File: src/hw/rtl/stt_queue.sv
// small fifo between the classifier and the vertex pipeline
`default_nettype none
module stt_queue #(
   parameter int WIDTH = 8,
   parameter int DEPTH = 4
) (
   input  wire logic             clock,
   input  wire logic             reset,
   input  wire logic             push,
   input  wire logic [WIDTH-1:0] wdata,
   input  wire logic             pop,
   output logic      [WIDTH-1:0] rdata,
   output logic                  full,
   output logic                  empty
);
   localparam int PW = $clog2(DEPTH);
   localparam int CW = $clog2(DEPTH + 1);

   logic [WIDTH-1:0] mem_ff [0:DEPTH-1];
   logic [PW-1:0]    wr_ff, wr_in, rd_ff, rd_in;
   logic [CW-1:0]    cnt_ff, cnt_in;

   always_comb begin
      wr_in  = wr_ff;
      rd_in  = rd_ff;
      cnt_in = cnt_ff;
      if (push) begin
         wr_in = (wr_ff == PW'(DEPTH - 1)) ? '0 : wr_ff + 1'b1;
      end
      if (pop) begin
         rd_in = (rd_ff == PW'(DEPTH - 1)) ? '0 : rd_ff + 1'b1;
      end
      if (push && !pop) begin
         cnt_in = cnt_ff + 1'b1;
      end else if (pop && !push) begin
         cnt_in = cnt_ff - 1'b1;
      end
   end

   always_ff @(posedge clock) begin
      if (reset) begin
         wr_ff  <= '0;
         rd_ff  <= '0;
         cnt_ff <= '0;
      end else begin
         wr_ff  <= wr_in;
         rd_ff  <= rd_in;
         cnt_ff <= cnt_in;
      end
   end

   always_ff @(posedge clock) begin
      if (push) begin
         mem_ff[wr_ff] <= wdata;
      end
   end

   assign rdata = mem_ff[rd_ff];
   assign full  = (cnt_ff == CW'(DEPTH));
   assign empty = (cnt_ff == '0);
endmodule
`default_nettype wire

File: config.mk
export PLATFORM = sky130hd
export DESIGN_NAME = stt_queue
export DESIGN_NICKNAME = d
export VERILOG_FILES = /design/src/hw/rtl/stt_queue.sv
export SDC_FILE = /design/constraint.sdc
export NUM_CORES = 1
export LEC_CHECK = 0
export BUFFER_PORTS_ARGS = -buffer_cell sky130_fd_sc_hd__buf_2
export CAP_MARGIN = 10
export CORE_MARGIN = 4
export CORE_UTILIZATION = 41
export CTS_CLUSTER_DIAMETER = 40
export DETAILED_ROUTE_END_ITERATION = 8
export HOLD_SLACK_MARGIN = 0.06
export PLACE_DENSITY = 0.68
export SETUP_SLACK_MARGIN = 0.3
export SLEW_MARGIN = 20
export SYNTH_ARGS = -nofsm -noshare
export SYNTH_HDL_FRONTEND = slang
export SYNTH_SLANG_ARGS = --single-unit
File: constraint.sdc
create_clock -name clock -period 1.6 [get_ports clock]
set_input_delay 0.16 -clock clock [delete_from_list [all_inputs] [get_ports clock]]
set_output_delay 0.16 -clock clock [all_outputs]
set_load 0.02 [all_outputs]
==> run_results.csv, run 1 <==
group,metric,value,unit
final_layout,antennaDiodeCount,0,
route,viasPerCell,4.96,
place,dp.cells,155,
critical_path,r2r_cells,4,
global_route,track_usage,11.1,%
status,violations,"negative setup slack",
synth,yosysUniqueCellTypes,17,
timing,finalSetupTns,-0.00625,ns
timing,finalWorstPathRequiredPeriod,1.61,ns
place,gp_congestion,0.756,
timing,fin_ws,-0.00625,ns
cts,clk_path_buf_depth,2,
cts,cts_tree,"built",
critical_path,arrival,1.45,ns
synth,yosysWarningCount,0,
final_layout,syn2layout_area_growth,24.0,%
global_route,first_global_vias,824,
synth,syn_inst,86,
synth,ys_seq_elements,41,
floorplan,start_util,43.0,%
worst_hold_path,hold_class,"primary input to flip-flop",
floorplan,ios,22,
synth,synth_area,1600,µm²
route,drc,0,
final_layout,nNetsFinal,134,
pwr,cellPowerDensity,1180,nW/µm²
timing,final_max_slew_viol_count,0,
pwr,total_power,2330,µW
floorplan,dieArea,4960,µm²
synth,avgSynthCellArea,18.6,µm²
route,vias,813,
timing,rsz0062_at_grt,"true",
cts,clkSlewWorstSetupHoldPaths,0.07,ns
global_route,grt_max_degree,14,
cts,clockRootBuffer,"clkbuf_8",
final_layout,final_area,1980,µm²
route,dr.pass1.iters,4,
pwr,pwr-share-comb,14.9,%
pwr,p_clk_share,31.3,%
pwr,sw_frac_of_total,23.1,%
cts,h-tree-depth,2,
place,dp.final_hpwl,1.72,mm
critical_path,critPathMaxFanout,8,
timing,max_freq,0.623,GHz
synth,synth_compound_area_share,0.940,%
floorplan,die_h,70.4,µm
synth,synth_fa_ha_area_share,5.95,%
synth,synth_xor_area_share,1.10,%
cts,clk-insertion-delay-late,0.29,ns
synth,synthMuxAreaShare,13.8,%
cts,cts_hold_buffers,0,
final_layout,regArea,1150,µm²
final_layout,multiInputGateArea,459,µm²
global_route,overflow,0,
synth,synth_fp_nets,105,
floorplan,fp-row-count,22,
final_layout,layout-drive-gt1-share,47.4,%
global_route,antenna_found_initial,0,
synth,synth_simple_gate_area_share,4.86,%
critical_path,crit_path_start_kind,"flip-flop",
worst_hold_path,whs_path_depth,1,
pwr,internal_power,1790,µW
timing,finalSetupViolations,1,
cts,cts.sinks,41,
critical_path,required,1.44,ns
pwr,p_sw,540,µW
route,wirelength,2.53,mm
run,cap_violations,0,
timing,slew_headroom,84.5,%
floorplan,design.core.area,3720,µm²
timing,whs,0.0842,ns
route,wl_per_cell,15.5,µm
final_layout,layoutNonFillerInstCount,164,
pwr,irDropWorstVdd,0.000566,V
pwr,p_leak,0.000730,µW
status,outcome,"finished with violations",
route,drtIter0Drc,62,
final_layout,nFillCells,322,
timing,hold_violations,0,
timing,worstMarginPinSlew,0.231,ns
place,place_area,1790,µm²
critical_path,cp-end-kind,"output port",
floorplan,fp.dieW,70.4,µm
place,portBuffers,21,
critical_path,critical_path_class,"flip-flop to output port",
global_route,grt_pass1_wl,4.03,mm
synth,synth_top_family_by_area,"multiplexers",
pwr,seqPwrFrac,53.8,%
route,drt.antenna.violating_nets,0,
timing,fin_crit_sh,100,%
synth,synth-seq-area-share,71.4,%
timing,fin_skew,0.00381,ns
cts,cts_made_buffers,5,
## power by group through the flow
stage / logic (µW) / clock network (µW) / registers (µW)
2_1_floorplan: 203 / 0 / 1260
3_3_place_gp: 287 / 0 / 1270
3_5_place_dp: 293 / 0 / 1280
4_1_cts: 342 / 748 / 1250
5_1_grt: 384 / 795 / 1260
6_report: 348 / 729 / 1250
## critical path: stages (launching register included)
cell	delay [ns]
dfxtp_2	0.35
buf_12	0.14
mux4_2	0.52
buf_6	0.15
## cells in the mapped netlist
library cell,n,share of area (%)
buf_6,1,0.70
dfxtp_1,9,11
mux2i_1,4,2.5
inv_1,4,0.94
edfxtp_1,32,60
mux4_2,8,11
nor2_1,7,1.6
o21ai_0,1,0.31
nor3b_1,2,0.94
and2_1,4,1.6
or3_1,1,0.39
clkbuf_2,1,0.31
nor3_1,1,0.31
ha_1,6,4.7
fa_1,1,1.3
xor2_1,2,1.1
a21oi_1,2,0.63
## cell families (layout without fill, tap and decap cells)
logic type,after synthesis,after routing
multiplexers,12,12
flip-flops,41,41
XOR/XNOR,2,2
AND/OR/NAND/NOR,15,15
buffers and inverters,6,36
adder cells (fa/ha/maj),7,7
AO/OA/AOI/OAI,3,3
## cells in the final DEF, fill, tap and decap left out, drive strengths merged
cell type / Yosys / final
mux4: 8 / 8
a21oi: 2 / 2
buf: 1 / 24
fa: 1 / 1
nor3b: 2 / 2
o21ai: 1 / 1
ha: 6 / 6
dfxtp: 9 / 9
or3: 1 / 1
clkbuf: 1 / 7
nor2: 7 / 7
and2: 4 / 4
nor3: 1 / 1
xor2: 2 / 2
inv: 4 / 4
edfxtp: 32 / 32
clkinv: 0 / 1
mux2i: 4 / 4
## flip-flops by register name, summed over array words and instances (netlist names), named ones only
signal	count
cnt_ff	3
rd_ff	2
mem_ff	32
wr_ff	2
## final cells by class
class	instances	area share [%]
multi-input cells	39	23.2
flip-flops and latches	41	58.0
inverters	4	0.884
clock inverters	1	0.253
clock buffers	7	4.92
well taps	48	3.03
repair buffers	24	9.72
## path summary, 6_finish.rpt
check / startpoint / to / slack (ns)
setup / recovery: flip-flop / rdata[3] / -0.006
hold / removal: wdata[2] / mem_ff[1][2]$_DFFE_PP_ / 0.08
setup reg to reg: cnt_ff[0]$_SDFFE_PP0P_ / cnt_ff[2]$_SDFFE_PP0P_ / 0.25
hold reg to reg: rd_ff[0]$_SDFFE_PP0P_ / flip-flop / 0.56
## routing by layer
layer  up-vias  global-route usage [%]  wire length, µm
li1        383                       -                -
met5         -                       0                0
met3         8                    3.02              127
met2        22                    16.6             1240
met4         0                    7.02               65
met1       400                    14.1             1100
## per-stage QoR
step           setup WS (ns)  util (%)
2_1_floorplan          0.264         -
3_3_place_gp           0.102      48.2
3_5_place_dp          0.0527      48.2
4_1_cts              -0.0381      52.8
5_1_grt              -0.0636      53.3
6_report            -0.00625      53.3
## what timing repair did
item | 4_1_cts | 5_1_grt
setup buffers | 1 | 0
pin swaps | 3 | 1
endpoints found under the setup margin | 41 | 19
resized for setup | 22 | 7
cloned | 0 | 0
No activity file was read; power rests on OpenSTA's default activity.
==> run 2: changes to the inputs <==
--- a/config.mk
+++ b/config.mk
@@ -15,2 +15,3 @@
 export PLACE_DENSITY = 0.68
+export REMOVE_ABC_BUFFERS = 1
 export SETUP_SLACK_MARGIN = 0.3
--- a/constraint.sdc
+++ b/constraint.sdc
@@ -3,2 +3,2 @@
 set_output_delay 0.16 -clock clock [all_outputs]
-set_load 0.02 [all_outputs]
+set_load 0.01 [all_outputs]
==> run_results.csv, run 2 (synthesized netlist as in run 1, its figures left out) <==
group,metric,value,unit
timing,fin_crit_sh,98.9,%
place,gp_congestion,0.691,
route,viasPerCell,4.93,
global_route,grt_pass1_wl,4.24,mm
route,wl_per_cell,15.6,µm
cts,cts_hold_buffers,0,
global_route,use_met2,19.0,%
cts,clockRootBuffer,"clkbuf_8",
critical_path,crit-reg2reg-launch,"cnt_ff[1]$_SDFFE_PP0P_",
global_route,antenna_found_initial,0,
route,drtIter0Drc,94,
route,drc,0,
run,cap_violations,0,
global_route,track_usage,11.4,%
final_layout,final_common_cell,"edfxtp_1",
timing,worstMarginPinSlew,0.237,ns
cts,cts_tree,"built",
place,dp.final_hpwl,1.80,mm
route,vias,818,
floorplan,start_util,43.0,%
pwr,total_power,2360,µW
timing,finalSetupTns,0,ns
critical_path,crit_path_start_kind,"flip-flop",
route,drt.antenna.violating_nets,0,
global_route,busiest_layer,"met2",
final_layout,layout-drive-gt1-share,44.1,%
global_route,grt_use_met3,4.60,%
final_layout,nNetsFinal,136,
global_route,first_global_vias,860,
critical_path,cp-end-kind,"output port",
cts,cts.sinks,41,
final_layout,final_cell_mix,"edfxtp_1, buf_2, mux4_2, buf_6, nor2_1",
place,portBuffers,21,
timing,fin_ws,0.0177,ns
place,place_ws,-0.00330,ns
critical_path,critical_path_class,"flip-flop to output port",
final_layout,largest_reg_flops,32,
floorplan,fp-row-count,22,
global_route,grt_max_degree,13,
floorplan,ios,22,
critical_path,worstPathCellList,"buf_12 > mux4_2 > buf_6",
timing,hold_violations,0,
final_layout,syn2layout_area_growth,24.4,%
status,outcome,"finished, final reports clean",
timing,slew_headroom,84.2,%
pwr,p_leak,0.000741,µW
critical_path,crit_path_top_delay_cell,"mux4_2",
global_route,overflow,0,
floorplan,die_h,70.4,µm
pwr,irDropWorstVdd,0.000630,V
floorplan,dieArea,4960,µm²
floorplan,design.core.area,3720,µm²
timing,finalWorstPathRequiredPeriod,1.58,ns
worst_hold_path,hold_class,"primary input to flip-flop",
final_layout,antennaDiodeCount,0,
critical_path,cp_slowest_stage_delay,0.52,ns
floorplan,fp.dieW,70.4,µm
cts,clk_path_buf_depth,2,
timing,finalSetupViolations,0,
cts,clk-insertion-delay-late,0.28,ns
final_layout,top_register,"mem_ff",
critical_path,arrival,1.42,ns
route,wirelength,2.59,mm
timing,fin_skew,0.00521,ns
final_layout,reg_top3,"mem_ff x32, cnt_ff x3",
critical_path,crit_family,"multiplexers",
timing,max_freq,0.632,GHz
global_route,met1_usage,13.3,%
critical_path,required,1.44,ns
critical_path,critPathBufInv,2,
critical_path,critPathMaxFanout,8,
worst_hold_path,min_from,"wdata[5]",
timing,rsz0062_at_grt,"true",
route,dr.pass1.iters,4,
cts,cts_made_buffers,5,
cts,h-tree-depth,2,
final_layout,nFillCells,310,
timing,final_max_slew_viol_count,0,
cts,clkSlewWorstSetupHoldPaths,0.07,ns
pwr,cellPowerDensity,1190,nW/µm²
## run 2: worst paths after layout
path / slack [ns] / cells past startpoint / endpoint
worst min-delay path: 0.09 / 1 / mem_ff[2][5]$_DFFE_PP_
worst min register to register: 0.53 / 2 / cnt_ff[2]$_SDFFE_PP0P_
worst max-delay path: 0.02 / 3 / rdata[5]
worst max register to register: 0.23 / 4 / cnt_ff[2]$_SDFFE_PP0P_
## run 2: power breakdown
group / switching [µW] / leakage, µW / internal (µW)
clock: 320 / 0.0000528 / 460
sequential: 35.1 / 0.000370 / 1220
combinational: 150 / 0.000318 / 181
## run 2: per-layer routing
metal | routed length [µm] | part of all wire [%]
met1 | 970 | 38
met2 | 1410 | 54
met3 | 182 | 7.0
met4 | 25 | 0.97
met5 | 0 | 0
## run 2: final cells by class
class	instances	area, µm²	area share, %
Sequential cell	41	1150	57.9
Clock buffer	6	72.6	3.65
Timing Repair Buffer	26	205	10.3
Multi-Input combinational cell	39	450	22.7
Clock inverter	2	33.8	1.70
Inverter	4	15.0	0.755
Tap cell	48	60.1	3.02
## run 2: what timing repair did
action | in CTS | in global routing
pin swaps | 2 | 0
setup endpoints to repair | 41 | 11
gates resized for setup | 18 | 4
buffers inserted | 2 | 0
## run 2: per-stage QoR
stage	hold WS (ns)	cell area (µm²)	std cells	util [%]
final	0.0876	1990	166	53.5
after global routing	0.0743	1990	166	53.5
after CTS	0.0781	1970	166	53.0
after detailed placement	0.377	1780	156	47.9
after global placement	0.372	1780	156	47.9
after floorplan	0.229	1580	84	-
