$ cat config.mk
export PLATFORM = sky130hd
export DESIGN_NAME = stt_front
export DESIGN_NICKNAME = d
export VERILOG_FILES = /design/src/hw/rtl/stt_pkg.sv /design/src/hw/rtl/stt_front.sv
export SDC_FILE = /design/constraint.sdc
export NUM_CORES = 1
export LEC_CHECK = 0
export BUFFER_PORTS_ARGS = -buffer_cell sky130_fd_sc_hd__clkbuf_2
export CORE_UTILIZATION = 51
export DETAILED_ROUTE_END_ITERATION = 12
export PLACE_DENSITY = 0.92
export RECOVER_POWER = 100
export SLEW_MARGIN = 20
export SYNTH_ARGS = -nofsm -noshare
export SYNTH_HDL_FRONTEND = slang
export SYNTH_SLANG_ARGS = --single-unit
$ cat constraint.sdc
create_clock -name vclk -period 7.4
set_input_delay 0.37 -clock vclk [all_inputs]
set_output_delay 0.37 -clock vclk [all_outputs]
set_load 0.01 [all_outputs]
$ cat src/hw/rtl/stt_pkg.sv
// shared types, constants and arithmetic helpers of the shape triangle tessellator
`default_nettype none
package stt_pkg;

   localparam int COORD_W  = 24;
   localparam int HALF_W   = 23;
   localparam int SIN_W    = 18;
   localparam int IDX_W    = 13;
   localparam int CNT_W    = 15;
   localparam int PHASE_W  = 16;
   localparam int RECIP_W  = 32;
   localparam int COLOR_W  = 32;
   localparam int TRI_W    = 12;
   localparam int SIZE_W   = 22;
   localparam int WIDTH_W  = 21;
   localparam int SEG_W    = 11;
   localparam int CSR_IW   = 3;
   localparam int CSR_DW   = 32;
   localparam int STEPS    = 16;
   localparam int LANES    = 4;
   localparam int PROD_W   = HALF_W + SIN_W;
   localparam int RND_W    = PROD_W - 15;

   localparam logic [CSR_IW-1:0] REG_SHAPE_KIND    = 3'd0;
   localparam logic [CSR_IW-1:0] REG_SIZE_X        = 3'd1;
   localparam logic [CSR_IW-1:0] REG_SIZE_Y        = 3'd2;
   localparam logic [CSR_IW-1:0] REG_OUTLINE_WIDTH = 3'd3;
   localparam logic [CSR_IW-1:0] REG_SEGMENT_COUNT = 3'd4;
   localparam logic [CSR_IW-1:0] REG_FILL_COLOR    = 3'd5;
   localparam logic [CSR_IW-1:0] REG_OUTLINE_COLOR = 3'd6;

   localparam logic [1:0] ROLE_FILL  = 2'd0;
   localparam logic [1:0] ROLE_OUT_A = 2'd1;
   localparam logic [1:0] ROLE_OUT_B = 2'd2;

   localparam logic KIND_RECT    = 1'b0;
   localparam logic KIND_ELLIPSE = 1'b1;

   localparam int RECT_FILL  = 2;
   localparam int RECT_TOTAL = 10;

   localparam int COORD_MAX = 8388607;
   localparam int COORD_MIN = -8388608;
   localparam int CORDIC_X0 = 19899;
   localparam int SIN_ONE   = 32768;
   localparam int QUARTER   = 16384;
   localparam int HALF_TURN = 32768;

   localparam logic [SIN_W-1:0] ATAN [0:STEPS-1] = '{
      18'd8192, 18'd4836, 18'd2555, 18'd1297, 18'd651, 18'd326, 18'd163, 18'd81,
      18'd41, 18'd20, 18'd10, 18'd5, 18'd3, 18'd1, 18'd1, 18'd0
   };

   // bit 0 negate x, bit 1 negate y, bit 2 outer ring
   localparam logic [2:0] RECT_TRIS [0:RECT_TOTAL-1][0:2] = '{
      '{3'd3, 3'd2, 3'd0}, '{3'd3, 3'd0, 3'd1},
      '{3'd1, 3'd0, 3'd4}, '{3'd1, 3'd4, 3'd5},
      '{3'd7, 3'd6, 3'd2}, '{3'd7, 3'd2, 3'd3},
      '{3'd0, 3'd2, 3'd6}, '{3'd0, 3'd6, 3'd4},
      '{3'd3, 3'd1, 3'd5}, '{3'd3, 3'd5, 3'd7}
   };

   typedef struct packed {
      logic               valid_res;
      logic               kind;
      logic [1:0]         role;
      logic [2:0]         code0;
      logic [2:0]         code1;
      logic [2:0]         code2;
      logic [COLOR_W-1:0] color;
      logic [IDX_W-1:0]   m0;
      logic [IDX_W-1:0]   m1;
   } item_type;

   typedef struct packed {
      logic signed [HALF_W-1:0] ix;
      logic signed [HALF_W-1:0] iy;
      logic signed [HALF_W-1:0] ox;
      logic signed [HALF_W-1:0] oy;
      logic [IDX_W-1:0]         n;
      logic [RECIP_W-1:0]       recip;
   } geom_type;

   function automatic logic signed [COORD_W-1:0] mul_round(
      input logic signed [HALF_W-1:0] h,
      input logic signed [SIN_W-1:0]  s
   );
      logic signed [PROD_W-1:0] p;
      logic signed [RND_W-1:0]  r;
      p = h * s;
      p = p + PROD_W'(QUARTER);
      r = p[PROD_W-1:15];
      if (r > RND_W'(COORD_MAX)) begin
         mul_round = COORD_W'(COORD_MAX);
      end else if (r < RND_W'(COORD_MIN)) begin
         mul_round = COORD_W'(COORD_MIN);
      end else begin
         mul_round = r[COORD_W-1:0];
      end
   endfunction

   function automatic logic signed [COORD_W-1:0] rect_coord(
      input logic signed [HALF_W-1:0] h,
      input logic                     neg
   );
      logic signed [COORD_W-1:0] v;
      v = {h[HALF_W-1], h};
      rect_coord = neg ? -v : v;
   endfunction

endpackage
`default_nettype wire

$ cat src/hw/rtl/stt_front.sv
// triangle classifier: range check, role, ring indexes and rectangle corners
`default_nettype none
module stt_front
   import stt_pkg::*;
(
   input  wire logic [TRI_W-1:0]   triangle_index,
   input  wire logic               kind,
   input  wire logic [IDX_W-1:0]   n,
   input  wire logic               outline_on,
   input  wire logic [COLOR_W-1:0] fill_color,
   input  wire logic [COLOR_W-1:0] line_color,
   output item_type                item
);
   logic [CNT_W-1:0] t_ext, total;
   logic [IDX_W-1:0] t13, d, a;
   logic             a_wrap;

   always_comb begin
      t_ext = CNT_W'(triangle_index);
      t13   = IDX_W'(triangle_index);
      d     = t13 - n;
      item  = '0;
      a     = '0;
      if (kind == KIND_RECT) begin
         total = outline_on ? CNT_W'(RECT_TOTAL) : CNT_W'(RECT_FILL);
         item.kind = KIND_RECT;
         if (t_ext < total) begin
            item.valid_res = 1'b1;
            item.code0 = RECT_TRIS[triangle_index[3:0]][0];
            item.code1 = RECT_TRIS[triangle_index[3:0]][1];
            item.code2 = RECT_TRIS[triangle_index[3:0]][2];
            item.color = (t_ext < CNT_W'(RECT_FILL)) ? fill_color : line_color;
         end
      end else begin
         total = outline_on ? (CNT_W'({n, 1'b0}) + CNT_W'(n)) : CNT_W'(n);
         item.kind = KIND_ELLIPSE;
         if (t_ext < total) begin
            item.valid_res = 1'b1;
            if (t13 < n) begin
               item.role  = ROLE_FILL;
               item.color = fill_color;
               a = t13;
            end else begin
               item.role  = d[0] ? ROLE_OUT_B : ROLE_OUT_A;
               item.color = line_color;
               a = d >> 1;
            end
         end
      end
      a_wrap  = (a + 1'b1 == n);
      item.m0 = a;
      item.m1 = a_wrap ? '0 : a + 1'b1;
   end
endmodule
`default_nettype wire

==> results.cfg, run 1 <==
[critical_path]
start_kind = input pin
crit_arrival_ns = 6.53
slowest_delay_ns = 0.43
crit_type = in -> out
critPathMaxFanout = 12
slowest_stage = fa_1
critPathCaptureType = output pin
cp_common_cell = o21ai_0
worst_ep_required_time_ns = 7.03

[finish]
fill_cells = 680
ff_latch_area_sq_um = 0
final_common_cell = clkbuf_2
num-clock-buffers = 0
final_cell_mix = 101 x clkbuf_2, 78 x nor2_1, 60 x clkbuf_1
nets = 835
design_area_sq_um = 4530
postLayoutCoreUtil_pct = 64.9
drive_above_1_share_pct = 18.3
fin_cells = 794
seq_cell_count = 0
area_delta_synth_final_pct = 20.3
diodes = 0
multi_input_area_sq_um = 3560

[floorplan]
die_w_microns = 87.9
core_region_area_sq_um = 6980
num_rows = 30
die_height_microns = 87.9
start_util_pct = 54.0
io_pins = 162
die_area_sq_um = 7730

[placed_design]
dp_hpwl_microns = 10800
dp_cells = 794
place.gp.congestion = 0.971
place_area_sq_um = 4590
io_buffers = 161
dp_slack_ns = 0.559

[sta]
rsz0062_at_grt = no
setup_viol = 0
worst_slew_pin_slew_ns = 1.09
final.min_clock_period_ns = 6.90
drv_slew = 0
whs_ns = 1.04
worst_slack_ns = 0.501
timing.max_slew.rel_slack_pct = 26.8
hold_viol_final = 0
post-route-period-util_pct = 93.2
timing.fmax_ghz = 0.145
tns_ns = 0

[synthesis]
yosys.area_share.simple_pct = 28.0
synthXorXnorAreaFrac_pct = 7.87
syn_avg_cell_area_sq_um = 6.66
synth_mux_area_share_pct = 6.41
synthCells = 566
yosys.area.top_type = ha_1
yosysWarnings = 0
synthAdderAreaFrac_pct = 15.0
synth-compound-area-share_pct = 36.5
ys_types = 70
synth_nets = 701
ys_seq_area_share_pct = 0
netlist.area_leader.share_pct = 13.9
synth_top_family_by_area = compound AO/OA/AOI/OAI gates
synth_area_leaders = ha_1 14%, a221o_1 8.5%, nor2_1 7.9%, o21ai_0 6.0%, nand2_1 5.9%
synthesis.area_sq_um = 3770

[routing]
routed_wl_microns = 13400
drt_iter0_drc = 369
ant_nets = 0
viasPerCell = 6.39
topRoutingLayerUsed = met4
wl_per_cell_microns = 16.8
firstDrtPassIters = 6
met1_length_microns = 5360
num_vias = 5070
wl_met3_microns = 1210
drc = 0
met2_length_microns = 6260

[worst_hold_path]
worstHoldStart = kind
hold_path.class = in -> out
holdPathEnd = item[69]
holdPathStages = 2

[grt]
grt_max_degree = 33
overflow = 0
grtUsageTotal_pct = 32.9
grt_pass1_vias = 4499
antenna_found_initial = 0
grt_pass1_wl_microns = 20800

[power_and_ir_drop]
power_uw = 431
power.density_nw_per_um2 = 95.1
vdd_drop_max_mv = 0.0502
static-leakage-power_nw = 2.26

[cts]
cts_setup_buffers = 0

[status]
status = finished clean

[job]
max_cap_violations = 0
metal layers:
metal	global-route usage [%]	vias to the layer above
li1	-	2396
met1	41.3	2300
met2	56.9	318
met3	4.24	56
met4	12.4	0
met5	0	-
what timing repair did:
action	in CTS	in global routing
endpoints found under the setup margin	0	6
hold buffers	0	0
resized for setup	0	2
cells by family (layout without fill, tap and decap cells):
| logic type | Yosys count | in the layout |
|---|---|---|
| and+or+nand+nor | 223 | 223 |
| adders and majority gates | 44 | 44 |
| other | 1 | 1 |
| muxes | 23 | 23 |
| xor gates and xnor gates | 33 | 33 |
| AOI/OAI and AO/OA | 185 | 185 |
| buffers and inverters | 57 | 189 |
critical path: cells and delay by family:
kind / cells / cell delay [ns]
AOI/OAI and AO/OA: 12 / 2.21
buffers and inverters: 4 / 0.76
xor gates and xnor gates: 1 / 0.34
muxes: 1 / 0.19
adders and majority gates: 4 / 1.22
and+or+nand+nor: 8 / 1.45
cell type report:
type,instances,area share [%]
inverter,24,1.99
multi-input combinational,509,78.6
tap,96,2.65
timing repair buffer,165,16.8
how the worst max path moves through the flow:
stage	start	to	slack, ns	cells after the start
2_1_floorplan	n[0]	item[9]	1.10	29
4_1_cts	n[1]	item[9]	0.55	30
5_1_grt	n[1]	item[9]	0.01	30
3_3_place_gp	n[1]	item[9]	0.87	30
3_5_place_dp	n[1]	item[9]	0.56	30
6_report	n[1]	item[2]	0.50	30
Yosys cell counts, types with 2 or more instances:
cell type / count
o2111ai_1: 3
a21oi_1: 29
nor2b_1: 5
a32oi_1: 2
a221o_1: 32
a211oi_1: 7
o22ai_1: 2
nor2_1: 79
a211o_1: 5
o211ai_1: 7
and2_1: 3
nand3_1: 13
nor4_1: 6
nor3_2: 2
a21boi_0: 2
nand2_1: 59
a21o_1: 13
clkbuf_1: 26
nand4_1: 2
o31ai_1: 5
mux2i_1: 19
or3_1: 2
a41oi_1: 2
fa_1: 2
nand3b_1: 2
mux2_2: 2
buf_4: 2
xor2_1: 8
or4_1: 3
o21a_1: 8
xnor2_1: 24
a31oi_1: 5
nand2b_1: 6
nor3b_1: 2
nor3_1: 23
ha_1: 42
inv_1: 24
buf_1: 4
o21ai_0: 45
and3_1: 8
and4_1: 2
power breakdown:
part	internal [mW]	total [mW]	switching (mW)
Sequential	0	0	0
Combinational	0.174	0.431	0.257
Clock	0	0	0
(Power assumes the default switching activity.)
==> run 2: changes to the inputs <==
- BUFFER_PORTS_ARGS: -buffer_cell sky130_fd_sc_hd__clkbuf_2 -> -buffer_cell sky130_fd_sc_hd__buf_2
==> run 2 against run 1 <==
Compared with the run above: clock-buffer cell count unchanged; die area unchanged; core utilization down 0.18 points; sequential cell count unchanged; largest cell class unchanged; sequential share of layout area unchanged; largest power group unchanged; power up 0.16%; highest routed layer unchanged.
==> results.cfg, run 2 (synthesized netlist as in run 1, its figures left out) <==
[power_and_ir_drop]
power_uw = 432
power_frac_comb_pct = 100.0
pwr-share-seq_pct = 0
swShare_pct = 60.2
power.density_nw_per_um2 = 95.6
p_int_uw = 172
clkPwrFrac_pct = 0
static-leakage-power_nw = 2.23
vdd_drop_max_mv = 0.0444
p_switching_uw = 260

[routing]
drt_iter0_drc = 398
drc = 0
ant_nets = 0
wl_per_cell_microns = 17.4
firstDrtPassIters = 6
num_vias = 5108
routed_wl_microns = 13800
viasPerCell = 6.43

[critical_path]
worst_ep_required_time_ns = 7.03
crit_type = in -> out
critPathMaxFanout = 7
cp_common_cell = o21ai_0
cpLargestDelayFamily = compound AO/OA/AOI/OAI gates
slowest_stage = o31ai_1
slowest_delay_ns = 0.47
crit_buf_inv = 3
critPathCaptureType = output pin
start_kind = input pin
crit_arrival_ns = 6.45

[sta]
setup_viol = 0
post-route-period-util_pct = 92.1
worst_slew_pin_slew_ns = 1.11
drv_slew = 0
tns_ns = 0
timing.max_slew.rel_slack_pct = 25.7
final.min_clock_period_ns = 6.82
rsz0062_at_grt = no
hold_viol_final = 0
timing.fmax_ghz = 0.147

[floorplan]
io_pins = 162
die_height_microns = 87.9
start_util_pct = 54.0
die_area_sq_um = 7730
num_rows = 30
core_region_area_sq_um = 6980
die_w_microns = 87.9

[grt]
grt_max_degree = 33
grt_pass1_wl_microns = 21700
grt_pass1_vias = 4733
antenna_found_initial = 0
overflow = 0
grtUsageTotal_pct = 34.5

[finish]
diodes = 0
ff_latch_area_sq_um = 0
seq_cell_count = 0
multi_input_area_sq_um = 3550
nets = 836
drive_above_1_share_pct = 17.3
num-clock-buffers = 0
final_cell_mix = 98 x buf_2, 78 x nor2_1, 65 x clkbuf_1
final_common_cell = buf_2
fill_cells = 688
area_delta_synth_final_pct = 19.9

[placed_design]
io_buffers = 161
place.gp.congestion = 0.947
dp_hpwl_microns = 11100

[worst_hold_path]
hold_path.class = in -> out

[job]
max_cap_violations = 0

[status]
status = finished clean
## run 2: cell count changes in the layout (fill, tap and decap cells not counted), sizes merged
cell    previous run  this run
clkbuf           161        65
buf                4       101
## run 2: final cells by class
class | instances | share of cell area [%]
Multi-Input combinational cell | 509 | 78.6
Timing Repair Buffer | 166 | 16.8
Tap cell | 96 | 2.66
Inverter | 24 | 1.99
## run 2: stage by stage
stage	hold slack (ns)	cell area, sq um	instances	worst slack [ns]	utilization, %
3_5_place_dp	1.03	4580	793	0.498	65.7
4_1_cts	1.03	4580	793	0.483	65.7
6_report	1.02	4520	795	0.581	64.7
5_1_grt	1.02	4520	795	0.133	64.7
2_1_floorplan	0.832	3770	566	1.10	-
3_3_place_gp	1.03	4580	793	0.745	65.7
## run 2: layer usage
metal | global-route usage (%) | vias to the layer above | part of all wire (%) | wire length, microns
met2 | 62.4 | 306 | 48 | 6650
li1 | - | 2401 | - | -
met4 | 10.3 | 0 | 3.1 | 432
met3 | 4.34 | 42 | 8.3 | 1150
met1 | 42.3 | 2359 | 40 | 5570
met5 | 0 | - | 0 | 0
## run 2: final timing paths
path	start	end	slack [ns]	depth (start not counted)
setup / recovery	n[1]	item[2]	0.58	29
hold / removal	kind	item[69]	1.02	2
## run 2: power groups by stage
stage | combinational [mW] | sequential, mW | clock (mW)
after floorplan | 0.290 | 0 | 0
after global placement | 0.415 | 0 | 0
after detailed placement | 0.430 | 0 | 0
after CTS | 0.432 | 0 | 0
after global routing | 0.470 | 0 | 0
final | 0.432 | 0 | 0
## run 2: repair_timing
item,in CTS,in global routing
setup endpoints to repair,0,12
setup buffers,0,2
hold buffers,0,0
gates resized for setup,0,0
