[config.mk]
export PLATFORM = sky130hd
export DESIGN_NAME = stt_recip
export DESIGN_NICKNAME = d
export VERILOG_FILES = /design/src/hw/rtl/stt_pkg.sv /design/src/hw/rtl/stt_recip.sv
export SDC_FILE = /design/constraint.sdc
export NUM_CORES = 1
export LEC_CHECK = 0
export BUFFER_PORTS_ARGS = -buffer_cell sky130_fd_sc_hd__buf_4
export CORE_MARGIN = 5
export CORE_UTILIZATION = 45
export CTS_CLUSTER_SIZE = 30
export DETAILED_ROUTE_END_ITERATION = 6
export GPL_TIMING_DRIVEN = 0
export PLACE_DENSITY = 0.65
export SLEW_MARGIN = 20
export SYNTH_ARGS = -nofsm -noshare
export SYNTH_HDL_FRONTEND = slang
export SYNTH_SLANG_ARGS = --single-unit
export TNS_END_PERCENT = 50
[constraint.sdc]
create_clock -name clock -period 3.31 [get_ports clock]
set_input_delay 0.4965 -clock clock [delete_from_list [all_inputs] [get_ports clock]]
set_output_delay 0.4965 -clock clock [all_outputs]
set_load 0.1 [all_outputs]
[src/hw/rtl/stt_pkg.sv]
// shared types, constants and arithmetic helpers of the shape triangle tessellator
`default_nettype none
package stt_pkg;

   localparam int COORD_W  = 24;
   localparam int HALF_W   = 23;
   localparam int SIN_W    = 18;
   localparam int IDX_W    = 13;
   localparam int CNT_W    = 15;
   localparam int PHASE_W  = 16;
   localparam int RECIP_W  = 32;
   localparam int COLOR_W  = 32;
   localparam int TRI_W    = 12;
   localparam int SIZE_W   = 22;
   localparam int WIDTH_W  = 21;
   localparam int SEG_W    = 11;
   localparam int CSR_IW   = 3;
   localparam int CSR_DW   = 32;
   localparam int STEPS    = 16;
   localparam int LANES    = 4;
   localparam int PROD_W   = HALF_W + SIN_W;
   localparam int RND_W    = PROD_W - 15;

   localparam logic [CSR_IW-1:0] REG_SHAPE_KIND    = 3'd0;
   localparam logic [CSR_IW-1:0] REG_SIZE_X        = 3'd1;
   localparam logic [CSR_IW-1:0] REG_SIZE_Y        = 3'd2;
   localparam logic [CSR_IW-1:0] REG_OUTLINE_WIDTH = 3'd3;
   localparam logic [CSR_IW-1:0] REG_SEGMENT_COUNT = 3'd4;
   localparam logic [CSR_IW-1:0] REG_FILL_COLOR    = 3'd5;
   localparam logic [CSR_IW-1:0] REG_OUTLINE_COLOR = 3'd6;

   localparam logic [1:0] ROLE_FILL  = 2'd0;
   localparam logic [1:0] ROLE_OUT_A = 2'd1;
   localparam logic [1:0] ROLE_OUT_B = 2'd2;

   localparam logic KIND_RECT    = 1'b0;
   localparam logic KIND_ELLIPSE = 1'b1;

   localparam int RECT_FILL  = 2;
   localparam int RECT_TOTAL = 10;

   localparam int COORD_MAX = 8388607;
   localparam int COORD_MIN = -8388608;
   localparam int CORDIC_X0 = 19899;
   localparam int SIN_ONE   = 32768;
   localparam int QUARTER   = 16384;
   localparam int HALF_TURN = 32768;

   localparam logic [SIN_W-1:0] ATAN [0:STEPS-1] = '{
      18'd8192, 18'd4836, 18'd2555, 18'd1297, 18'd651, 18'd326, 18'd163, 18'd81,
      18'd41, 18'd20, 18'd10, 18'd5, 18'd3, 18'd1, 18'd1, 18'd0
   };

   // bit 0 negate x, bit 1 negate y, bit 2 outer ring
   localparam logic [2:0] RECT_TRIS [0:RECT_TOTAL-1][0:2] = '{
      '{3'd3, 3'd2, 3'd0}, '{3'd3, 3'd0, 3'd1},
      '{3'd1, 3'd0, 3'd4}, '{3'd1, 3'd4, 3'd5},
      '{3'd7, 3'd6, 3'd2}, '{3'd7, 3'd2, 3'd3},
      '{3'd0, 3'd2, 3'd6}, '{3'd0, 3'd6, 3'd4},
      '{3'd3, 3'd1, 3'd5}, '{3'd3, 3'd5, 3'd7}
   };

   typedef struct packed {
      logic               valid_res;
      logic               kind;
      logic [1:0]         role;
      logic [2:0]         code0;
      logic [2:0]         code1;
      logic [2:0]         code2;
      logic [COLOR_W-1:0] color;
      logic [IDX_W-1:0]   m0;
      logic [IDX_W-1:0]   m1;
   } item_type;

   typedef struct packed {
      logic signed [HALF_W-1:0] ix;
      logic signed [HALF_W-1:0] iy;
      logic signed [HALF_W-1:0] ox;
      logic signed [HALF_W-1:0] oy;
      logic [IDX_W-1:0]         n;
      logic [RECIP_W-1:0]       recip;
   } geom_type;

   function automatic logic signed [COORD_W-1:0] mul_round(
      input logic signed [HALF_W-1:0] h,
      input logic signed [SIN_W-1:0]  s
   );
      logic signed [PROD_W-1:0] p;
      logic signed [RND_W-1:0]  r;
      p = h * s;
      p = p + PROD_W'(QUARTER);
      r = p[PROD_W-1:15];
      if (r > RND_W'(COORD_MAX)) begin
         mul_round = COORD_W'(COORD_MAX);
      end else if (r < RND_W'(COORD_MIN)) begin
         mul_round = COORD_W'(COORD_MIN);
      end else begin
         mul_round = r[COORD_W-1:0];
      end
   endfunction

   function automatic logic signed [COORD_W-1:0] rect_coord(
      input logic signed [HALF_W-1:0] h,
      input logic                     neg
   );
      logic signed [COORD_W-1:0] v;
      v = {h[HALF_W-1], h};
      rect_coord = neg ? -v : v;
   endfunction

endpackage
`default_nettype wire

[src/hw/rtl/stt_recip.sv]
// serial reciprocal of the segment count, one quotient bit a cycle
`default_nettype none
module stt_recip
   import stt_pkg::*;
(
   input  wire logic             clock,
   input  wire logic             reset,
   input  wire logic             start,
   input  wire logic [IDX_W-1:0] n,
   output logic                  busy,
   output logic [RECIP_W-1:0]    recip
);
   localparam int STEPS_DIV = RECIP_W + 1;
   localparam int CW        = $clog2(STEPS_DIV);

   logic             busy_ff, busy_in;
   logic [CW-1:0]    cnt_ff, cnt_in;
   logic [IDX_W-1:0] rem_ff, rem_in;
   logic [RECIP_W-1:0] quo_ff, quo_in;
   logic [IDX_W:0]   trial;
   logic             qbit;

   always_comb begin
      trial   = {rem_ff, cnt_ff == '0};
      qbit    = (trial >= {1'b0, n});
      busy_in = busy_ff;
      cnt_in  = cnt_ff;
      rem_in  = rem_ff;
      quo_in  = quo_ff;
      if (start) begin
         busy_in = 1'b1;
         cnt_in  = '0;
         rem_in  = '0;
      end else if (busy_ff) begin
         rem_in = qbit ? IDX_W'(trial - {1'b0, n}) : IDX_W'(trial);
         quo_in = {quo_ff[RECIP_W-2:0], qbit};
         cnt_in = cnt_ff + 1'b1;
         if (cnt_ff == CW'(STEPS_DIV - 1)) begin
            busy_in = 1'b0;
         end
      end
   end

   always_ff @(posedge clock) begin
      if (reset) begin
         busy_ff <= 1'b1;
         cnt_ff  <= '0;
         rem_ff  <= '0;
      end else begin
         busy_ff <= busy_in;
         cnt_ff  <= cnt_in;
         rem_ff  <= rem_in;
      end
   end

   always_ff @(posedge clock) begin
      quo_ff <= quo_in;
   end

   assign busy  = busy_ff;
   assign recip = quo_ff;
endmodule
`default_nettype wire

==> results.yml, run 1 <==
timing:
  fmax_mhz: 319.9
  slew_viol_final: 0
  rsz0062_at_grt: "no"
  max_slew_margin_pct: 46.09
  worst_pin_slew_ps: 806.9
  tns_ps: 0
  fin_crit_ps: 3126
  hold_viol: 0
  finalCritPeriodShare_pct: 94.44
  final_setup_fails: 0
  timing.clock.skew_ps: 10.04
layout:
  layout_net_count: 314
  post_route_cells_drive_above_1_share_pct: 25.09
  post-route-util_pct: 56.92
  flow.area_growth_from_synthesis_pct: 23.22
  num_antenna_cells: 0
setup_path:
  worst_setup_path_end_kind: "flip-flop"
  path_type_of_the_worst_setup_path: "reg -> reg"
  crit_path_max_fanout: 10
  timing.rr.start: "cnt_ff[0]"
  r2r.worst_path.cells: 14
  cp.required_ps: 3550
  timing.critical_path.from_type: "flip-flop"
  critical_path.reg2reg.endpoint: "rem_ff[0]"
  worst-r2r-setup-slack_ps: 180
  worstSetupStartpoint: "cnt_ff[0]"
  worst_ep_arrival_time_ps: 3370
cts:
  clock-root-buffer: "clkbuf_8"
  clkSinkCount: 52
  numCtsBuffers: 5
  cts_htree_levels: 2
  tritoncts: "done"
  post_cts_hold_buffer_count: 0
  worst_skew_pair.late_latency_ps: 300
  register_clock_pin_slew_on_the_reported_worst_setup_and_hold_paths_ps: 90
  clock_path_buffers: 2
pwr:
  power.leakage_nw: 1.359
  vdd_drop_max_mv: 0.2172
  power_per_cell_area_nw_per_um2: 456.0
run:
  drv.max_cap_violation_count: 0
synth:
  synthTopCellsByArea: "edfxtp_1, dfxtp_1, ha_1"
  async_reset_ff_share_pct: 0
  number_of_flops_mapped_to_enable_cells_by_yosys: 32
  top_ff_cell_synth: "edfxtp_1"
  synth_fp_nets: 257
  syn_area_um2: 2544
  synth_cells: 225
  mean_cell_area_of_the_mapped_netlist_um2: 11.31
  post-synth-top-area-fraction_pct: 37.78
  synth_top_area_cell: "edfxtp_1"
  synth.distinct_cells: 56
  warnings_from_yosys: 0
  ys_seq_area_share_pct: 53.52
  count_of_state_elements_after_synthesis: 52
worst_hold_path:
  holdCritStartpoint: "recip[4]"
  worst_hold_path_type: "reg -> reg"
  timing.hold.worst_endpoint: "recip[5]"
  holdPathStages: 0
floorplan:
  placementRows: 27
  fp.coreArea_um2: 5507
  io_pins: 49
  initial_utilization_pct: 46.19
  die_width_um: 85.19
  chipHeight_um: 85.19
  dieArea_um2: 7256
global_route:
  grt_pass1_wl_um: 8466
  grt_start_max_net_pins: 33
  initial_antenna_violation_count: 0
  grt_pass1_vias: 1772
  congestion_overflow_gr: 0
  groute.usage.overall_pct: 14.47
drt:
  detail_route.wirelength_um: 5071
  wl_per_cell_um: 14.28
  drtPass1Iterations: 4
  via_per_inst: 5.265
  initialDrtViolationCount: 64
  vias: 1869
  antenna_left: 0
  drc: 0
placed_design:
  place.port_buffers: 48
  hpwl_um: 3818
  globalplace.congestion: 0.7907
run_status:
  status: "finished, final reports clean"
==> where the power goes <==
part	switching, mW	internal (mW)
Sequential	0.0137	0.715
Combinational	0.209	0.0680
Clock	0.200	0.224
Total	0.423	1.01
==> cells in the final DEF, fill, tap and decap left out, types with 5 or more instances in the layout <==
cell | netlist | final
edfxtp_1 | 32 | 32
a21o_1 | 5 | 5
buf_4 | 1 | 50
nand2_1 | 17 | 17
o21ai_0 | 11 | 11
ha_1 | 15 | 15
nor2_1 | 12 | 12
inv_1 | 17 | 17
a31oi_1 | 7 | 7
clkbuf_1 | 6 | 6
xnor2_1 | 5 | 5
clkbuf_8 | 0 | 5
a21oi_1 | 5 | 5
mux2i_1 | 5 | 5
dfxtp_1 | 20 | 18
xor2_1 | 7 | 7
==> registers in the layout, indices dropped and copies added, names as in the netlist <==
signal and count:
busy 1, recip 32, rem_ff 13, cnt_ff 6
==> synth_stat cells, types with 3 or more instances <==
cell and count:
nand3b_1 3, nand2b_1 3, o21a_1 3, nor2b_1 3
nand4_1 4, o21ai_0 11, inv_1 17, ha_1 15
xor2_1 7, mux2i_1 5, nand2_1 17, a21oi_1 5
edfxtp_1 32, xnor2_1 5, a21o_1 5, nand3_1 4
a31oi_1 7, clkbuf_1 6, nor2_1 12, dfxtp_1 20
==> timing repair <==
item / CTS / global route
resized for setup: 0 / 3
setup buffers: 0 / 2
endpoints found under the setup margin: 0 / 1
==> stage by stage <==
step,hold WS [ps],area [um2],worst slack [ps],power (mW),std cells
2_1_floorplan,461.6,2546,378.6,0.9560,225
3_3_place_gp,431.0,2997,128.0,1.018,345
3_5_place_dp,433.3,3002,116.7,1.020,345
4_1_cts,456.5,3113,69.80,1.442,353
5_1_grt,476.8,3134,4.645,1.486,355
6_report,454.9,3134,183.9,1.429,355
==> worst max-delay path, cell delays in order, from the launching register on <==
cell and delay (ps):
dfxtp_2 360, inv_1 50, ha_1 180, nor4b_1 150, nand2b_1 100, ha_1 180
inv_1 60, fa_1 390, a21o_1 220, a221o_2 410, a21oi_4 190, o21a_2 170
buf_6 150, mux2_1 330, a21oi_1 140
==> worst max path at each step <==
stage,end,slack (ps),depth (start not counted)
6_report,rem_ff[0],180,14
3_3_place_gp,rem_ff[0],130,14
3_5_place_dp,rem_ff[0],120,14
2_1_floorplan,rem_ff[0],380,14
5_1_grt,rem_ff[0],5,14
4_1_cts,rem_ff[0],70,14
==> per-layer routing <==
metal	part of all wire, %	global-route usage [%]	vias to the layer above	wire length (um)
met1	47	18.52	871	2359
met2	46	23.87	54	2329
met3	5.6	2.718	8	284
li1	-	-	936	-
met5	0	0	-	0
met4	1.9	6.187	0	97
==> area by class of cell <==
class | count | area (um2)
Multi-Input combinational cell | 147 | 1081
Timing Repair Buffer | 50 | 375.4
Tap cell | 72 | 90.09
Fill cell | 505 | 2372
Sequential cell | 52 | 1364
Inverter | 18 | 67.56
Buffer | 8 | 45.04
Clock inverter | 3 | 42.54
Clock buffer | 5 | 68.82
==> logic make-up (layout without fill, tap and decap cells) <==
kind of cell	after synthesis	count (layout)	share of synthesized area [%]
AO/OA/AOI/OAI	53	53	14.81
XOR/XNOR	12	12	4.132
adder cells (fa/ha/maj)	16	16	8.165
buffers and inverters	26	84	4.279
flip-flops	52	52	53.52
multiplexers	6	6	2.410
AND/OR/NAND/NOR	60	60	12.69
Note: power is estimated with default switching activity, not from simulation.
==> run 2: changes to the inputs <==
PLACE_DENSITY = unset   (was 0.65)
PLACE_DENSITY_LB_ADDON = 0.3   (was unset)
clock period = 3.9 ns   (was 3.31 ns; I/O delays follow)
==> run 2 against run 1 <==
  * Register-to-register slack improved by 470 ps
  * Utilization up 0.11 points
  * Via count is 1.1% lower
  * Sequential power shrank 15%
  * Global-route usage decreased by 0.85 points
  * Clock power is 16% lower
  * Clock-buffer cell count stayed put
  * Flip-flop and latch count is the same
  * Final cell count decreased by 0.28%
  * Setup slack improved by 470 ps
  * Sequential share of layout area decreased by 0.17 points
  * Critical path depth is the same
  * Critical path type unchanged
==> results.yml, run 2 (synthesis results as in run 1) <==
global_route:
  initial_antenna_violation_count: 0
  congestion_overflow_gr: 0
  grt_use_met3_pct: 2.136
  groute.usage.overall_pct: 13.61
  globalRoute.busiestLayer: "met2"
  grt_pass1_vias: 1727
  grt_use_met1_pct: 18.47
  grt_pass1_wl_um: 8073
  groute.layer.met2.usage_pct: 22.53
  grt_start_max_net_pins: 27
timing:
  worst_pin_slew_ps: 582.3
  finalCritPeriodShare_pct: 83.25
  timing.clock.skew_ps: 13.48
  tns_ps: 0
  holdWs_ps: 450.0
  fin_crit_ps: 3247
  max_slew_margin_pct: 61.04
  slew_viol_final: 0
  fmax_mhz: 308.0
  rsz0062_at_grt: "no"
  final_setup_fails: 0
  hold_viol: 0
  setup_slack_ps: 653.4
cts:
  register_clock_pin_slew_on_the_reported_worst_setup_and_hold_paths_ps: 90
  clock_path_buffers: 2
  post_cts_hold_buffer_count: 0
  clock-root-buffer: "clkbuf_8"
  numCtsBuffers: 5
  number_of_buffers_inserted_to_repair_setup_after_cts: 0
  tritoncts: "done"
  postCtsResizedCells: 0
  worst_skew_pair.late_latency_ps: 300
  clkSinkCount: 52
  cts_htree_levels: 2
layout:
  filler_cells: 509
  post_route_cells_drive_above_1_share_pct: 24.11
  most-common-layout-cells: "buf_4, edfxtp_1, dfxtp_1"
  seqCellArea_um2: 1361
  post-route-cell-area_um2: 3141
  final_common_cell: "buf_4"
  num_antenna_cells: 0
  multiInputGateArea_um2: 1081
  layout_net_count: 313
  max_ffs_per_register: 32
  post-route-util_pct: 57.03
  flow.area_growth_from_synthesis_pct: 23.46
drt:
  drtPass1Iterations: 4
  wl_per_cell_um: 14.16
  drc: 0
  detail_route.wirelength_um: 5011
  initialDrtViolationCount: 131
  vias: 1849
  antenna_left: 0
  via_per_inst: 5.223
floorplan:
  placementRows: 27
  io_pins: 49
  chipHeight_um: 85.19
  initial_utilization_pct: 46.19
  dieArea_um2: 7256
  fp.coreArea_um2: 5507
  die_width_um: 85.19
pwr:
  power.leakage_nw: 1.358
  vdd_drop_max_mv: 0.2341
  power_per_cell_area_nw_per_um2: 385.8
placed_design:
  place_worst_setup_slack_ps: 703.3
  total_placed_instance_area_um2: 3029
  globalplace.congestion: 0.8095
  hpwl_um: 3793
  place.port_buffers: 48
worst_hold_path:
  holdCritStartpoint: "recip[7]"
  holdPathStages: 0
  worst_hold_path_type: "reg -> reg"
setup_path:
  crit_path_max_fanout: 10
  worstSetupStartpoint: "cnt_ff[0]"
  timing.critical_path.from_type: "flip-flop"
  r2r.worst_path.cells: 14
  worst_ep_arrival_time_ps: 3480
  critical_path.slowest_cell: "a221o_2"
  worst_setup_path_end_kind: "flip-flop"
  critical-path-max-stage-delay_ps: 430
  ordered_cell_list_for_the_critical_path: "inv_1 -> ha_1 -> nor4b_1 -> nand2b_1 -> ha_1 -> inv_1 -> fa_1 -> a21o_1 -> a221o_2 -> a21oi_4 -> o21a_2 -> buf_4 -> mux2_1 -> a21oi_1"
  cp.required_ps: 4130
  path_type_of_the_worst_setup_path: "reg -> reg"
  timing.rr.start: "cnt_ff[0]"
run:
  drv.max_cap_violation_count: 0
run_status:
  status: "finished, final reports clean"
run 2: worst paths after layout:
kind | endpoint | slack (ps)
worst max-delay path | rem_ff[0] | 650
worst min-delay path | recip[8] | 450
worst max register to register | rem_ff[0] | 650
worst min register to register | recip[8] | 450
run 2: report_power, final:
group | internal [mW] | total [mW] | leakage, nW | switching (mW)
clock | 0.190 | 0.356 | 0.0558 | 0.166
combinational | 0.0598 | 0.238 | 0.827 | 0.178
sequential | 0.606 | 0.617 | 0.476 | 0.0112
run 2: final cells by class:
type                    instances  share of cell area [%]
clock inverters                 3                   1.355
flip-flops and latches         52                   43.35
clock buffers                   5                   2.191
repair buffers                 49                   12.35
well taps                      72                   2.869
inverters                      18                   2.151
multi-input cells             147                   34.42
plain buffers                   8                   1.315
run 2: stage by stage:
step | power, mW | std cells
2_1_floorplan | 0.8116 | 225
3_3_place_gp | 0.8633 | 345
3_5_place_dp | 0.8689 | 346
4_1_cts | 1.225 | 354
5_1_grt | 1.264 | 354
6_report | 1.212 | 354
run 2: critical path, delay by kind of cell (launching register included):
family                     cells  cell delay, ps
AOI/OAI and AO/OA              5            1140
adders and majority gates      3             760
DFF                            1             390
muxes                          1             340
buffers and inverters          3             310
and+or+nand+nor                2             250
run 2: routing by layer:
metal	share of wire, %	up-vias	routed length [um]
met5	0	-	0
met4	1.0	0	51
met3	5.8	5	290
met2	46	46	2309
met1	47	862	2359
li1	-	936	-
